==> src/design/bcad_pkg.sv <==
// ----------------------------------------------------------------------------
// bcad_pkg
// shared types and constants for the banked cpu bus address decoder
// ----------------------------------------------------------------------------
package bcad_pkg;

  // control sequencer states
  typedef enum logic [2:0] {
    ST_CLEAR,
    ST_IDLE,
    ST_EXEC,
    ST_RDATA,
    ST_DIV,
    ST_PUSH
  } state_e;

  // read target classes
  typedef enum logic [2:0] {
    RD_LOW,
    RD_WRAM,
    RD_BANK,
    RD_FIXED,
    RD_CARD,
    RD_BIOS,
    RD_BRAM
  } rd_kind_e;

  // write target classes
  typedef enum logic [2:0] {
    WR_NONE,
    WR_WRAM,
    WR_BRAM,
    WR_CARD,
    WR_VEC_SET,
    WR_VEC_CLR,
    WR_BANK
  } wr_kind_e;

  typedef struct packed {
    rd_kind_e    rd;
    wr_kind_e    wr;
    logic [7:0]  fixed;
    logic [23:0] rom_off;
    logic [23:0] bank_next;
  } dec_t;

  // rom source codes
  localparam logic [1:0] SRC_NONE = 2'd0;
  localparam logic [1:0] SRC_PROG = 2'd1;
  localparam logic [1:0] SRC_BIOS = 2'd2;

  localparam logic [23:0] ROM_SIZE_RST  = 24'h100000;
  localparam logic [23:0] BANK_STEP     = 24'h100000;
  localparam logic [23:0] VECTOR_BYTES  = 24'd128;

  localparam logic [11:0] PG_300 = 12'h300;
  localparam logic [11:0] PG_320 = 12'h320;
  localparam logic [11:0] PG_340 = 12'h340;
  localparam logic [11:0] PG_380 = 12'h380;
  localparam logic [11:0] PG_3A0 = 12'h3a0;
  localparam logic [11:0] PG_3C0 = 12'h3c0;
  localparam logic [11:0] PG_800 = 12'h800;
  localparam logic [7:0]  SEG_C0 = 8'hc0;
  localparam logic [7:0]  SEG_D0 = 8'hd0;
  localparam logic [10:0] BLK_400 = 11'h200;   // 0x400000 >> 13
  localparam logic [19:0] BANK_REG_BLK = 20'h2ffff;
  localparam logic [7:0]  VEC_SET_LOW = 8'h03;
  localparam logic [7:0]  VEC_CLR_LOW = 8'h13;

  localparam logic [7:0] BYTE_FF = 8'hff;
  localparam logic [7:0] BYTE_F0 = 8'hf0;
  localparam logic [7:0] BYTE_00 = 8'h00;

  // low window remainder
  localparam int unsigned  DIV_STEPS = 20;
  localparam logic [4:0]   DIV_LAST  = 5'(DIV_STEPS - 1);

endpackage

==> src/design/bcad_dec.sv <==
// ----------------------------------------------------------------------------
// bcad_dec
// address map decode for reads and writes, bank limit checks
// ----------------------------------------------------------------------------
module bcad_dec (
  input  logic [23:0]   addr_i,
  input  logic [7:0]    wdata_i,
  input  logic [23:0]   size_i,
  input  logic [23:0]   bank_base_i,
  output bcad_pkg::dec_t dec_o
);
  import bcad_pkg::*;

  logic [11:0] page;
  logic [7:0]  seg;
  logic [23:0] bank_off;
  logic        big_rom;
  logic        bank_ok;
  logic [3:0]  bank_sel;
  logic [23:0] bank_new;

  always_comb begin
    page     = addr_i[23:12];
    seg      = addr_i[23:16];
    bank_off = bank_base_i + {4'd0, addr_i[19:0]};
    big_rom  = size_i > BANK_STEP;
    bank_ok  = (addr_i[23:20] == 4'h2) && big_rom && (bank_off < size_i);
    bank_sel = {1'b0, wdata_i[2:0]} + 4'd1;
    bank_new = {bank_sel, 20'd0};

    dec_o           = '0;
    dec_o.rd        = RD_FIXED;
    dec_o.wr        = WR_NONE;
    dec_o.fixed     = BYTE_F0;
    dec_o.bank_next = (bank_new >= size_i) ? BANK_STEP : bank_new;

    // read map, first match wins
    if (addr_i[23:20] == 4'h0) begin
      dec_o.rd = RD_LOW;
    end else if (addr_i[23:20] == 4'h1) begin
      dec_o.rd = RD_WRAM;
    end else if (bank_ok) begin
      dec_o.rd      = RD_BANK;
      dec_o.rom_off = bank_off;
    end else if (page == PG_300 || page == PG_320 || page == PG_340) begin
      dec_o.fixed = BYTE_FF;
    end else if (page == PG_380 || page == PG_3C0) begin
      dec_o.fixed = BYTE_00;
    end else if (page == PG_3A0) begin
      dec_o.fixed = BYTE_F0;
    end else if (addr_i[23:13] == BLK_400) begin
      dec_o.fixed = BYTE_00;
    end else if (page == PG_800) begin
      if (addr_i[0]) begin
        dec_o.fixed = BYTE_FF;
      end else begin
        dec_o.rd = RD_CARD;
      end
    end else if (seg == SEG_C0) begin
      dec_o.rd      = RD_BIOS;
      dec_o.rom_off = {7'd0, addr_i[16:0]};
    end else if (seg == SEG_D0) begin
      dec_o.rd = RD_BRAM;
    end

    // write map
    if (addr_i[23:20] == 4'h1) begin
      dec_o.wr = WR_WRAM;
    end else if (seg == SEG_D0) begin
      dec_o.wr = WR_BRAM;
    end else if (page == PG_320) begin
      dec_o.wr = WR_NONE;
    end else if (page == PG_3A0) begin
      if (addr_i[7:0] == VEC_SET_LOW) begin
        dec_o.wr = WR_VEC_SET;
      end else if (addr_i[7:0] == VEC_CLR_LOW) begin
        dec_o.wr = WR_VEC_CLR;
      end
    end else if (page == PG_800) begin
      dec_o.wr = WR_CARD;
    end else if (addr_i[23:4] == BANK_REG_BLK && big_rom) begin
      dec_o.wr = WR_BANK;
    end
  end

endmodule

==> config.mk <==
export PLATFORM = sky130hd
export DESIGN_NAME = bcad_dec
export DESIGN_NICKNAME = d
export VERILOG_FILES = /design/src/design/bcad_pkg.sv /design/src/design/bcad_dec.sv
export SDC_FILE = /design/constraint.sdc
export NUM_CORES = 1
export LEC_CHECK = 0
export BUFFER_PORTS_ARGS = -buffer_cell sky130_fd_sc_hd__buf_4
export CORE_MARGIN = 4
export CORE_UTILIZATION = 25
export DETAILED_ROUTE_END_ITERATION = 10
export GPL_TIMING_DRIVEN = 0
export PLACE_DENSITY = 0.59
export SLEW_MARGIN = 20
export SYNTH_ARGS = -nofsm -noshare
export SYNTH_HDL_FRONTEND = slang
export SYNTH_SLANG_ARGS = --single-unit
==> constraint.sdc <==
create_clock -name vclk -period 10.2
set_clock_uncertainty 0.1 [all_clocks]
set_input_delay 1.02 -clock vclk [all_inputs]
set_output_delay 1.02 -clock vclk [all_outputs]
set_load 0.02 [all_outputs]
==> flow_summary.json <==
{
  "run_status": "finished, final reports clean",
  "grt_pass1_vias": 3724,
  "cts_repair_resize_count": 0,
  "antenna_found_initial": 0,
  "overflow": 0,
  "globalplace.congestion": 0.865,
  "final_cell_area_sq_um": 4190,
  "synth_top_cell_area_share_pct": 19.6,
  "firstDrtPassIters": 4,
  "hold_viol_final": 0,
  "synth_top_family_by_area": "compound AO/OA/AOI/OAI gates",
  "die_w_um": 119,
  "seq_area_frac_synth_pct": 0,
  "drive_above_1_share_pct": 28.8,
  "vias_per_cell": 5.10,
  "synthSimpleGateAreaFrac_pct": 27.2,
  "fillers": 1342,
  "port_buffers": 117,
  "initial_core_util_pct": 25.5,
  "clkbuf_count": 0,
  "slew_headroom_pct": 49.7,
  "path_max_fanout": 8,
  "finalCriticalPeriod_ns": 6.69,
  "cp.required_ns": 9.08,
  "power_per_cell_area_nw_per_um2": 55.5,
  "placed_cells": 727,
  "final_max_slew_viol_count": 0,
  "synth-compound-area-share_pct": 34.4,
  "seq_cells": 0,
  "die-area_sq_um": 14100,
  "wl_um": 12000,
  "path_cells": "buf_4 -> ha_1 -> a21oi_1 -> o21ai_0 -> a31o_2 -> a21oi_1 -> mux2i_1 -> a211oi_1 -> ha_1 -> nand2_1 -> nor3_1 -> a221o_1 -> a31oi_2 -> nand3_2 -> nor4_1 -> buf_4",
  "slowest_delay_ns": 0.52,
  "setup_viol": 0,
  "placed_cell_area_sq_um": 4190,
  "hpwl_um": 10600,
  "synthesis.area_sq_um": 3060,
  "avgSynthCellArea_sq_um": 6.89,
  "grt_usage_pct": 15.9,
  "vias": 3709,
  "pre_cts_slack_ns": 3.43,
  "synth_top_area_cell": "ha_1",
  "period_share_pct": 65.6,
  "synth-adder-area-share_pct": 20.3,
  "yosys-top-cells-count": "ha_1, inv_1, nand2_1",
  "synth_area_leaders": "ha_1, buf_4, a21oi_1",
  "yosys_warnings": 0,
  "critPathCapture": "dec_o[41]",
  "grt_pass1_wl_um": 18700,
  "peakVddDrop_v": 0.0000157,
  "crit_start": "addr_i[13]",
  "diodes": 0,
  "worst_slew_pin_slew_ns": 0.746,
  "die_y_um": 119,
  "ctsHoldBuffers": 0,
  "worstSetupPathType": "input port to primary output",
  "cellLeakagePower_nw": 2.11,
  "post_cts_buffers": 0,
  "end_kind": "primary output",
  "drt_iter0_markers": 235,
  "setup_slack_ns": 3.51,
  "crit_slowest_cell": "nor4_1",
  "stdcell_count": 727,
  "ios": 142,
  "synth_xor_area_share_pct": 3.44,
  "hp-class": "input port to primary output",
  "rsz0062_at_grt": "false",
  "wire_per_inst_um": 16.5,
  "seq_area_sq_um": 0,
  "fmax_ghz": 0.150,
  "synthCells": 444,
  "drv_cap": 0,
  "yosysUniqueCellTypes": 67,
  "synth_most_common_cell": "ha_1",
  "fin_nets": 711,
  "area_growth_pct": 37.1,
  "num_rows": 40,
  "core_area_sq_um": 12000,
  "muxShareOfSynthArea_pct": 1.31,
  "drc": 0,
  "antenna_left": 0,
  "crit_arrival_ns": 5.57,
  "grt_max_degree": 11,
  "final.setup.tns_ns": 0,
  "worstSetupStartpointType": "input port"
}
==> through the flow <==
step	util, %	hold WS, ns	total power [mW]
3_5_place_dp	34.9	2.28	0.232
3_3_place_gp	34.9	2.28	0.227
4_1_cts	34.9	2.28	0.233
2_1_floorplan	-	2.09	0.154
6_report	34.9	2.28	0.233
5_1_grt	34.9	2.30	0.259
==> logic make-up (layout without fill, tap and decap cells) <==
logic type | Yosys count | in the layout
xor gates and xnor gates | 12 | 12
other | 1 | 20
adders and majority gates | 49 | 49
and+or+nand+nor | 154 | 154
buffers and inverters | 77 | 194
muxes | 4 | 4
AOI/OAI and AO/OA | 147 | 147
==> where the power goes <==
part	switching, mW	internal (mW)	total, mW
logic	0.136	0.0969	0.233
clock network	0	0	0
registers	0	0	0
total	0.136	0.0969	0.233
==> worst max-delay path: cells and delay by family <==
kind                     cells  cell delay (ns)
AO/OA/AOI/OAI                7             2.28
adder cells (fa/ha/maj)      2             0.71
buffers and inverters        2             0.36
multiplexers                 1             0.17
AND/OR/NAND/NOR              4             0.99
==> layout make-up <==
| type | instances | area (sq um) | area share, % |
|---|---|---|---|
| Multi-Input combinational cell | 386 | 2730 | 65.0 |
| Timing Repair Buffer | 117 | 878 | 20.9 |
| Buffer | 36 | 251 | 6.00 |
| Tap cell | 147 | 184 | 4.39 |
| Inverter | 41 | 154 | 3.67 |
==> cells in the final DEF, fill, tap and decap left out, types with 3 or more instances in the layout <==
cell type	n
a21o_1	19
and2_1	8
xnor2_1	10
o31ai_1	3
a22o_1	13
nand2_1	36
o2111ai_1	4
conb_1	20
nand3_1	11
or3_1	5
inv_1	41
nor3_1	14
a32o_1	3
o211ai_1	3
ha_1	48
a31oi_1	6
clkbuf_1	4
a211oi_1	4
a21oi_1	35
o21a_1	5
buf_2	3
nor4_1	9
nor2_1	27
nand2b_1	3
nor2b_1	4
mux2i_1	4
o21ai_0	21
and3_1	3
nand4_1	15
buf_4	145
a21boi_0	3
==> routing by layer <==
| metal | up-vias | part of all wire [%] | GRT usage [%] |
|---|---|---|---|
| li1 | 1900 | - | - |
| met1 | 1690 | 45 | 21.0 |
| met2 | 105 | 48 | 28.3 |
| met3 | 14 | 4.6 | 1.63 |
| met4 | 0 | 1.8 | 2.46 |
| met5 | - | 0 | 0 |
==> worst min-delay path by stage <==
stage | slack [ns] | start | cells after the start | to
2_1_floorplan | 2.09 | addr_i[20] | 1 | dec_o[58]
4_1_cts | 2.28 | addr_i[3] | 3 | dec_o[27]
5_1_grt | 2.30 | addr_i[2] | 3 | dec_o[26]
3_5_place_dp | 2.28 | addr_i[3] | 3 | dec_o[27]
3_3_place_gp | 2.28 | addr_i[3] | 3 | dec_o[27]
6_report | 2.28 | addr_i[3] | 3 | dec_o[27]
(Power assumes the default switching activity.)
