==> src/design/bcad_pkg.sv <==
// ----------------------------------------------------------------------------
// bcad_pkg
// shared types and constants for the banked cpu bus address decoder
// ----------------------------------------------------------------------------
package bcad_pkg;

  // control sequencer states
  typedef enum logic [2:0] {
    ST_CLEAR,
    ST_IDLE,
    ST_EXEC,
    ST_RDATA,
    ST_DIV,
    ST_PUSH
  } state_e;

  // read target classes
  typedef enum logic [2:0] {
    RD_LOW,
    RD_WRAM,
    RD_BANK,
    RD_FIXED,
    RD_CARD,
    RD_BIOS,
    RD_BRAM
  } rd_kind_e;

  // write target classes
  typedef enum logic [2:0] {
    WR_NONE,
    WR_WRAM,
    WR_BRAM,
    WR_CARD,
    WR_VEC_SET,
    WR_VEC_CLR,
    WR_BANK
  } wr_kind_e;

  typedef struct packed {
    rd_kind_e    rd;
    wr_kind_e    wr;
    logic [7:0]  fixed;
    logic [23:0] rom_off;
    logic [23:0] bank_next;
  } dec_t;

  // rom source codes
  localparam logic [1:0] SRC_NONE = 2'd0;
  localparam logic [1:0] SRC_PROG = 2'd1;
  localparam logic [1:0] SRC_BIOS = 2'd2;

  localparam logic [23:0] ROM_SIZE_RST  = 24'h100000;
  localparam logic [23:0] BANK_STEP     = 24'h100000;
  localparam logic [23:0] VECTOR_BYTES  = 24'd128;

  localparam logic [11:0] PG_300 = 12'h300;
  localparam logic [11:0] PG_320 = 12'h320;
  localparam logic [11:0] PG_340 = 12'h340;
  localparam logic [11:0] PG_380 = 12'h380;
  localparam logic [11:0] PG_3A0 = 12'h3a0;
  localparam logic [11:0] PG_3C0 = 12'h3c0;
  localparam logic [11:0] PG_800 = 12'h800;
  localparam logic [7:0]  SEG_C0 = 8'hc0;
  localparam logic [7:0]  SEG_D0 = 8'hd0;
  localparam logic [10:0] BLK_400 = 11'h200;   // 0x400000 >> 13
  localparam logic [19:0] BANK_REG_BLK = 20'h2ffff;
  localparam logic [7:0]  VEC_SET_LOW = 8'h03;
  localparam logic [7:0]  VEC_CLR_LOW = 8'h13;

  localparam logic [7:0] BYTE_FF = 8'hff;
  localparam logic [7:0] BYTE_F0 = 8'hf0;
  localparam logic [7:0] BYTE_00 = 8'h00;

  // low window remainder
  localparam int unsigned  DIV_STEPS = 20;
  localparam logic [4:0]   DIV_LAST  = 5'(DIV_STEPS - 1);

endpackage

==> src/design/bcad_modu.sv <==
// ----------------------------------------------------------------------------
// bcad_modu
// bit-serial remainder of a 20-bit address by the rom size
// ----------------------------------------------------------------------------
module bcad_modu (
  input  logic        clk_i,
  input  logic        rst_ni,
  input  logic        start_i,
  input  logic [19:0] dividend_i,
  input  logic [23:0] divisor_i,
  output logic        done_o,
  output logic [23:0] rem_o
);
  import bcad_pkg::*;

  logic        busy_q, busy_d;
  logic        done_q, done_d;
  logic [4:0]  cnt_q, cnt_d;
  logic [19:0] dvd_q, dvd_d;
  logic [23:0] dvs_q, dvs_d;
  logic [23:0] rem_q, rem_d;
  logic [24:0] shifted;
  logic [24:0] diff;

  always_comb begin
    busy_d  = busy_q;
    done_d  = 1'b0;
    cnt_d   = cnt_q;
    dvd_d   = dvd_q;
    dvs_d   = dvs_q;
    rem_d   = rem_q;
    shifted = {rem_q, dvd_q[19]};
    diff    = shifted - {1'b0, dvs_q};
    if (start_i) begin
      busy_d = 1'b1;
      cnt_d  = '0;
      dvd_d  = dividend_i;
      dvs_d  = divisor_i;
      rem_d  = '0;
    end else if (busy_q) begin
      // restoring step: one quotient bit per cycle
      if (shifted >= {1'b0, dvs_q}) begin
        rem_d = diff[23:0];
      end else begin
        rem_d = shifted[23:0];
      end
      dvd_d = {dvd_q[18:0], 1'b0};
      cnt_d = cnt_q + 5'd1;
      if (cnt_q == DIV_LAST) begin
        busy_d = 1'b0;
        done_d = 1'b1;
      end
    end
  end

  always_ff @(posedge clk_i or negedge rst_ni) begin
    if (!rst_ni) begin
      busy_q <= 1'b0;
      done_q <= 1'b0;
      cnt_q  <= '0;
    end else begin
      busy_q <= busy_d;
      done_q <= done_d;
      cnt_q  <= cnt_d;
    end
  end

  always_ff @(posedge clk_i) begin
    dvd_q <= dvd_d;
    dvs_q <= dvs_d;
    rem_q <= rem_d;
  end

  assign done_o = done_q;
  assign rem_o  = rem_q;

endmodule

==> config.mk <==
export PLATFORM = sky130hd
export DESIGN_NAME = bcad_modu
export DESIGN_NICKNAME = d
export VERILOG_FILES = /design/src/design/bcad_pkg.sv /design/src/design/bcad_modu.sv
export SDC_FILE = /design/constraint.sdc
export NUM_CORES = 1
export LEC_CHECK = 0
export BUFFER_PORTS_ARGS = -buffer_cell sky130_fd_sc_hd__buf_2
export CAP_MARGIN = 5
export CORE_MARGIN = 1
export CORE_UTILIZATION = 50
export DETAILED_ROUTE_END_ITERATION = 7
export HOLD_SLACK_MARGIN = 0.1
export PLACE_DENSITY = 0.72
export SETUP_SLACK_MARGIN = 0.05
export SLEW_MARGIN = 20
export SYNTH_ARGS = -nofsm -noshare
export SYNTH_HDL_FRONTEND = slang
export SYNTH_SLANG_ARGS = --single-unit
==> constraint.sdc <==
create_clock -name clk_i -period 3.1 [get_ports clk_i]
set_input_delay 0.465 -clock clk_i [delete_from_list [all_inputs] [get_ports clk_i]]
set_output_delay 0.465 -clock clk_i [all_outputs]
set_load 0.02 [all_outputs]
==> impl_metrics.csv, run 1 <==
group,metric,value,unit
timing,tightest_slew,0.835,ns
timing,fin_crit_sh,0.908,
place,dpl_cell_area,4910,um^2
detailed_routing,dr.pass1.iters,5,
detailed_routing,ant_nets,0,
outcome,outcome,"complete, no violations",
detailed_routing,routedWlPerCell,16.5,um
timing,fin_crit,2.81,ns
global_route,antenna_found_initial,0,
place,place.gp.congestion,0.913,
yosys,syn-num-nets,508,
global_route,grt.overflow.total,0,
yosys,syn_area_per_cell,10.3,um^2
floorplan,core-area,8680,um^2
timing,timing.hold.ws,0.278,ns
yosys,synth-main-ff-cell,"edfxtp_1",
power_and_ir_drop,p_leak,2.20,nW
timing,fin_setup_tns,0,ns
cts,cts_sinks,75,
layout,num-fill-cells,762,
cts,clk_latency,0.36,ns
layout,synthToLayoutAreaGrowth,14.5,%
cts,cts_tree,"done",
yosys,ys_types,64,
critical_path,critPathArrivalTime,3.04,ns
worst_hold_path,min_path_type,"input port to register",
timing,setup_viol,0,
detailed_routing,vias,3642,
timing,clock_skew,0.0105,ns
place,dp_hpwl,7.19,mm
yosys,async_flop_share,0.0933,
timing,hold_viol,0,
cts,numCtsBuffers,9,
global_route,grt_pass1_vias,3426,
yosys,ys_ff_latch,75,
yosys,yosys.area.top_type,"edfxtp_1",
critical_path,cp.required,3.33,ns
floorplan,rows,34,
detailed_routing,drt_iter0_drc,189,
detailed_routing,drc,0,
critical_path,cp_num_buf_inv,2,
floorplan,dieWidth,96.6,um
layout,diodes,0,
critical_path,path_delay_family,"compound AO/OA/AOI/OAI gates",
floorplan,die_height,96.6,um
detailed_routing,viasPerCell,5.90,
layout,final_core_util,0.591,
yosys,synth_edf_count,44,
critical_path,path_depth,12,
critical_path,crit_path_max_incr_delay,0.45,ns
floorplan,initial_core_util,0.516,
power_and_ir_drop,irDropWorstVdd,473,uV
critical_path,rr_worst_depth,12,
cts,path_clk_slew,0.09,ns
yosys,synthTopCellsByArea,"edfxtp_1 (30%), dfxtp_1 (11%), ha_1 (7.0%)",
timing,drv_slew,0,
global_route,grt_max_degree,41,
yosys,yosysSeqAreaShare,0.441,
run,drv_cap,0,
layout,multi_input_area,2240,um^2
critical_path,critPathCaptureType,"register",
critical_path,crit_chain,"inv_1, ha_1, inv_1, fa_1, a21oi_1, o211ai_1, o211ai_1, o211ai_1, o2111ai_1, or3b_2, a21oi_1, o31ai_2",
global_route,grt_pass1_wl,17.0,mm
timing,slew_headroom,0.441,
layout,seq_area,1980,um^2
critical_path,slowest_stage,"or3b_2",
floorplan,dieArea,9340,um^2
place,dpl.cell_count,600,
floorplan,io_pins,72,
yosys,syn-cell-area,4480,um^2
critical_path,critPathKind,"register to register",
timing,rsz0062_at_grt,"false",
critical_path,startpoint_type,"register",
yosys,synth_most_common_cell,"edfxtp_1",
yosys,yosysWarnings,0,
power_and_ir_drop,power_density,800,nW/um^2
layout,drive_gt1_frac,0.273,
layout,nNetsFinal,577,
layout,fin_cells,617,
critical_path,path_max_fanout,4,
cts,clockBufferDepth,2,
cts,clockRootBuffer,"clkbuf_8",
timing,fmax,355,MHz
yosys,netlist_instances,435,
cts,htree_levels,3,
place,io_buffers,71,
worst_hold_path,holdPathStages,1,
detailed_routing,drt_wl_total,10.2,mm
critical_path,crit_path_frequent_cell,"o211ai_1",
yosys,synth.top_cell.area_share,0.295,
global_route,grt_usage,0.225,
yosys,yosys-top-cells-count,"edfxtp_1 (44), inv_1 (37), nor2_1 (34)",
layout,final_area,5130,um^2
## cell type report
type / instances / area share
clock buffers: 10 / 0.0249
clock inverters: 6 / 0.0127
inverters: 37 / 0.0271
multi-input cells: 301 / 0.438
flip-flops and latches: 75 / 0.386
well taps: 108 / 0.0264
repair buffers: 80 / 0.0854
## per-layer routing
layer / vias to the layer above / track usage / routed length, um
met5: - / 0 / 0
met4: 0 / 0.0746 / 177
met3: 16 / 0.0368 / 573
met2: 140 / 0.346 / 4630
met1: 1726 / 0.323 / 4790
li1: 1760 / - / -
## repair_timing
action / in CTS / in global routing
setup buffers: 0 / 0
resized for setup: 0 / 5
hold buffers: 1 / 0
setup endpoints to repair: 0 / 17
hold endpoints to repair: 7 / 0
## path summary, 6_finish.rpt
| check | endpoint | from | slack (ns) |
|---|---|---|---|
| worst min-delay path | dvs_q[23] | divisor_i[23] | 0.28 |
| worst max register to register | rem_o[22] | dvd_q[19] | 0.29 |
| worst max-delay path | rem_o[22] | dvd_q[19] | 0.29 |
| max in group asynchronous | busy_q | rst_ni | 2.47 |
| min in group asynchronous | done_o | rst_ni | 0.47 |
| worst min register to register | rem_o[15] | rem_o[15] | 0.53 |
## registers in the layout (all words and copies together), names as in the netlist
register / count
dvd_q: 20
done_o: 1
dvs_q: 24
busy_q: 1
cnt_q: 5
rem_o: 24
## kinds of logic (layout without fill, tap and decap cells)
kind of cell	after synthesis	count (layout)	synth area share
AO/OA/AOI/OAI	114	114	0.199
XOR/XNOR	21	21	0.0411
adder cells (fa/ha/maj)	26	26	0.0743
buffers and inverters	59	133	0.0623
flip-flops	75	75	0.441
multiplexers	20	20	0.0500
AND/OR/NAND/NOR	120	120	0.132
## metrics by stage
stage	setup WS, ns	power [mW]
3_5_place_dp	0.260	3.32
6_report	0.285	4.10
2_1_floorplan	0.489	2.85
3_3_place_gp	0.253	3.29
5_1_grt	0.103	4.37
4_1_cts	0.230	4.08
## layout by cell type, fill, tap and decap left out, drive strengths merged, types with 8 or more instances in the layout
cell	count
ha	25
mux2	19
dfxtp	24
nor2	34
a311oi	15
nand2	28
xor2	8
o211ai	9
a21o	8
clkbuf	10
buf	79
inv	38
a21oi	19
xnor2	13
nand3	17
edfxtp	44
o21ai	22
## report_power, final
part / switching [mW] / internal [mW] / total [mW] / leakage [nW]
Sequential: 0.149 / 1.23 / 1.38 / 0.735
Clock: 0.390 / 0.374 / 0.764 / 0.0966
Combinational: 1.15 / 0.799 / 1.95 / 1.37
Total: 1.69 / 2.41 / 4.10 / 2.20
Power figures use the tool's default switching activity.
==> inputs of run 2 (changes only) <==
==> constraint.sdc (replaced) <==
create_clock -name clk_i -period 3.1 [get_ports clk_i]
set_input_delay 0.155 -clock clk_i [delete_from_list [all_inputs] [get_ports clk_i]]
set_output_delay 0.155 -clock clk_i [all_outputs]
set_load 0.02 [all_outputs]
==> impl_metrics.csv, run 2 (synthesized netlist as in run 1, its figures left out) <==
group,metric,value,unit
outcome,outcome,"complete, no violations",
detailed_routing,routedWlPerCell,16.3,um
layout,fin_cells,650,
critical_path,critPathCaptureType,"register",
timing,fmax,343,MHz
place,dp_hpwl,7.37,mm
place,place_ws,0.259,ns
timing,timing.hold.ws,0.112,ns
layout,layout_commonest_cell,"buf_2",
timing,layout_setup_ws,0.186,ns
worst_hold_path,min_path_type,"input port to register",
timing,drv_slew,0,
global_route,grt_pass1_vias,3637,
critical_path,critPathKind,"register to register",
global_route,grt.overflow.total,0,
cts,cts_sinks,75,
floorplan,io_pins,72,
layout,num-fill-cells,711,
place,dpl_cell_area,4910,um^2
layout,final_cell_mix,"buf_2 (71), edfxtp_1 (44), inv_1 (37)",
timing,fin_setup_tns,0,ns
cts,clockRootBuffer,"clkbuf_8",
critical_path,rr_startpoint,"dvd_q[19]",
timing,fin_crit_sh,0.940,
layout,final_area,5450,um^2
timing,clock_skew,0.00967,ns
detailed_routing,vias,3762,
critical_path,path_max_fanout,3,
detailed_routing,drc,0,
cts,numCtsBuffers,9,
global_route,grt_usage,0.233,
detailed_routing,ant_nets,0,
detailed_routing,drt_wl_total,10.6,mm
floorplan,initial_core_util,0.516,
global_route,grt_pass1_wl,17.6,mm
critical_path,slowest_stage,"fa_1",
detailed_routing,dr.pass1.iters,4,
detailed_routing,viasPerCell,5.79,
critical_path,cp.required,3.36,ns
place,io_buffers,71,
layout,drive_gt1_frac,0.255,
timing,rsz0062_at_grt,"false",
cts,path_clk_slew,0.09,ns
layout,synthToLayoutAreaGrowth,21.7,%
critical_path,crit_path_max_incr_delay,0.41,ns
place,dpl.cell_count,601,
floorplan,core-area,8680,um^2
layout,final_core_util,0.628,
timing,hold_viol,0,
power_and_ir_drop,finalPower,4.14,mW
timing,slew_headroom,0.439,
cts,clockBufferDepth,2,
layout,nNetsFinal,610,
cts,htree_levels,3,
global_route,grt_max_degree,70,
place,place.gp.congestion,0.916,
cts,clk_latency,0.35,ns
power_and_ir_drop,p_leak,2.34,nW
power_and_ir_drop,power_density,760,nW/um^2
layout,diodes,0,
power_and_ir_drop,irDropWorstVdd,396,uV
floorplan,rows,34,
floorplan,dieArea,9340,um^2
critical_path,startpoint_type,"register",
floorplan,dieWidth,96.6,um
timing,fin_crit,2.91,ns
timing,tightest_slew,0.840,ns
global_route,antenna_found_initial,0,
critical_path,crit_chain,"inv_1, ha_1, inv_1, fa_1, a21oi_1, o211ai_1, o21ai_0, o21ai_0, a311oi_1, xnor2_1, o21ai_2, a311oi_2",
worst_hold_path,hp-start,"dividend_i[12]",
cts,cts_tree,"done",
floorplan,die_height,96.6,um
timing,setup_viol,0,
detailed_routing,drt_iter0_drc,180,
run,drv_cap,0,
critical_path,critPathArrivalTime,3.18,ns
critical_path,cp-startpoint,"dvd_q[19]",
-- run 2: final timing paths --
path	endpoint	depth (start not counted)	slack, ns
max in group asynchronous	busy_q	2	2.79
worst max register to register	rem_o[16]	12	0.19
worst max-delay path	rem_o[16]	12	0.19
min in group asynchronous	done_o	2	0.15
worst min-delay path	dvd_q[12]	2	0.11
worst min register to register	rem_o[15]	2	0.53
-- run 2: timing repair --
item                                   in CTS  in global routing
gates resized for setup                     0                  1
endpoints found under the hold margin      39                  0
setup endpoints to repair                   0                  2
buffers inserted                            0                  0
hold buffers                               33                  0
-- run 2: worst max-delay path: cells and delay by family, from the launching register on --
| family | cells | cell delay [ns] |
|---|---|---|
| AO/OA/AOI/OAI | 7 | 1.56 |
| adder cells (fa/ha/maj) | 2 | 0.57 |
| flip-flops | 1 | 0.37 |
| XOR/XNOR | 1 | 0.18 |
| buffers and inverters | 2 | 0.14 |
-- run 2: where the power goes --
part / internal, mW / total (mW) / switching [mW]
combinational: 0.822 / 1.98 / 1.16
sequential: 1.24 / 1.39 / 0.154
clock: 0.376 / 0.774 / 0.398
total: 2.43 / 4.14 / 1.71
-- run 2: layout make-up --
| type | count | area [um^2] | area share |
|---|---|---|---|
| timing repair buffer | 113 | 766 | 0.141 |
| clock inverter | 7 | 75.1 | 0.0138 |
| inverter | 37 | 139 | 0.0255 |
| sequential | 75 | 1980 | 0.363 |
| clock buffer | 9 | 124 | 0.0227 |
| tap | 108 | 135 | 0.0248 |
| multi-input combinational | 301 | 2230 | 0.410 |
-- run 2: metal layers --
metal / vias to the layer above / share of wire / GRT usage
met4: 0 / 0.019 / 0.0712
met2: 116 / 0.47 / 0.388
met5: - / 0 / 0
met1: 1814 / 0.45 / 0.312
met3: 16 / 0.052 / 0.0368
li1: 1816 / - / -
==> inputs of run 3 (changes only) <==
==> constraint.sdc (replaced) <==
create_clock -name clk_i -period 3.1 [get_ports clk_i]
set_input_delay 0.62 -clock clk_i [delete_from_list [all_inputs] [get_ports clk_i]]
set_output_delay 0.62 -clock clk_i [all_outputs]
set_load 0.02 [all_outputs]
==> impl_metrics.csv, run 3 (synthesized netlist as in run 1, its figures left out) <==
group,metric,value,unit
cts,clockBufferDepth,2,
layout,diodes,0,
global_route,antenna_found_initial,0,
floorplan,die_height,96.6,um
worst_hold_path,min_path_type,"input port to register",
critical_path,critPathCaptureType,"register",
layout,synthToLayoutAreaGrowth,15.0,%
layout,nNetsFinal,576,
global_route,grt_max_degree,51,
timing,fmax,351,MHz
cts,path_clk_slew,0.08,ns
floorplan,io_pins,72,
cts,numCtsBuffers,9,
run,drv_cap,0,
timing,timing.hold.ws,0.437,ns
cts,cts_tree,"done",
detailed_routing,ant_nets,0,
critical_path,path_max_fanout,15,
timing,fin_setup_tns,0,ns
place,place.gp.congestion,0.919,
detailed_routing,wl_met3,453,um
cts,clockRootBuffer,"clkbuf_8",
timing,drv_slew,0,
cts,htree_levels,3,
detailed_routing,highest_layer,"met4",
detailed_routing,wl_met2,4.75,mm
global_route,grt_pass1_wl,17.1,mm
timing,fin_crit,2.85,ns
layout,drive_gt1_frac,0.274,
timing,slew_headroom,0.448,
critical_path,cp.required,3.34,ns
place,io_buffers,71,
detailed_routing,routedWlPerCell,16.6,um
detailed_routing,met1Wirelength,4.71,mm
layout,layout_commonest_cell,"buf_2",
timing,tightest_slew,0.827,ns
detailed_routing,dr.pass1.iters,6,
detailed_routing,drt_wl_total,10.2,mm
critical_path,critPathKind,"register to register",
global_route,grt.overflow.total,0,
global_route,grt_usage,0.228,
layout,final_core_util,0.593,
floorplan,initial_core_util,0.516,
layout,final_cell_mix,"buf_2 (71), edfxtp_1 (44), inv_1 (37)",
timing,rsz0062_at_grt,"false",
timing,setup_viol,0,
cts,cts_sinks,75,
critical_path,critPathArrivalTime,3.09,ns
timing,clock_skew,0.0120,ns
place,dp_hpwl,7.18,mm
timing,fin_crit_sh,0.920,
detailed_routing,drc,0,
power_and_ir_drop,power_density,815,nW/um^2
timing,hold_viol,0,
floorplan,core-area,8680,um^2
detailed_routing,vias,3639,
floorplan,dieArea,9340,um^2
outcome,outcome,"complete, no violations",
power_and_ir_drop,p_leak,2.21,nW
critical_path,startpoint_type,"register",
global_route,grt_pass1_vias,3505,
power_and_ir_drop,irDropWorstVdd,364,uV
detailed_routing,drt_iter0_drc,180,
power_and_ir_drop,finalPower,4.20,mW
cts,clk_latency,0.35,ns
floorplan,rows,34,
detailed_routing,viasPerCell,5.91,
floorplan,dieWidth,96.6,um
==> run 3: path summary, 6_finish.rpt <==
kind	startpoint	endpoint	slack, ns	cells after the start
setup / recovery	dvs_q[15]	rem_o[6]	0.25	11
hold / removal	divisor_i[16]	dvs_q[16]	0.44	1
setup reg to reg	dvs_q[15]	rem_o[6]	0.25	11
hold reg to reg	rem_o[15]	rem_o[15]	0.53	2
max in group asynchronous	rst_ni	cnt_q[4]	2.32	2
min in group asynchronous	rst_ni	busy_q	0.63	2
==> run 3: area by class of cell <==
| cell class | instances | area (um^2) |
|---|---|---|
| tap | 108 | 135 |
| timing repair buffer | 79 | 430 |
| sequential | 75 | 1980 |
| clock buffer | 10 | 128 |
| inverter | 37 | 139 |
| clock inverter | 6 | 90.1 |
| multi-input combinational | 301 | 2250 |
| fill | 772 | 3530 |
==> run 3: per-layer routing <==
layer,vias up,track usage
met3,22,0.0340
met1,1749,0.313
met4,0,0.108
met2,113,0.355
met5,-,0
li1,1755,-
==> run 3: power by group <==
group | switching [mW] | internal (mW) | total (mW)
Sequential | 0.153 | 1.23 | 1.39
Combinational | 1.17 | 0.793 | 1.97
Clock | 0.386 | 0.457 | 0.843
==> run 3: critical path: stages (launching register included) <==
cell and delay [ns]:
edfxtp_1 0.33, inv_1 0.04, ha_1 0.41, nand2_2 0.12, o2111a_2 0.31, a21o_1 0.19, a311oi_2 0.32, o31ai_4 0.12
a21oi_4 0.27, buf_12 0.19, o21ai_0 0.09, a311oi_1 0.34
==> run 3: repair_timing <==
action / 4_1_cts / 5_1_grt
setup endpoints to repair: 0 / 18
resized for setup: 0 / 6
endpoints found under the hold margin: 7 / 0
hold buffers: 1 / 0
setup buffers: 0 / 0
==> run 3: stage by stage <==
step                area [um^2]  instances  setup WS, ns
global placement           4900        599         0.301
floorplan                  4480        435         0.489
finish                     5150        616         0.248
detailed placement         4900        599         0.239
global route               5150        616        0.0581
CTS                        5130        616         0.148
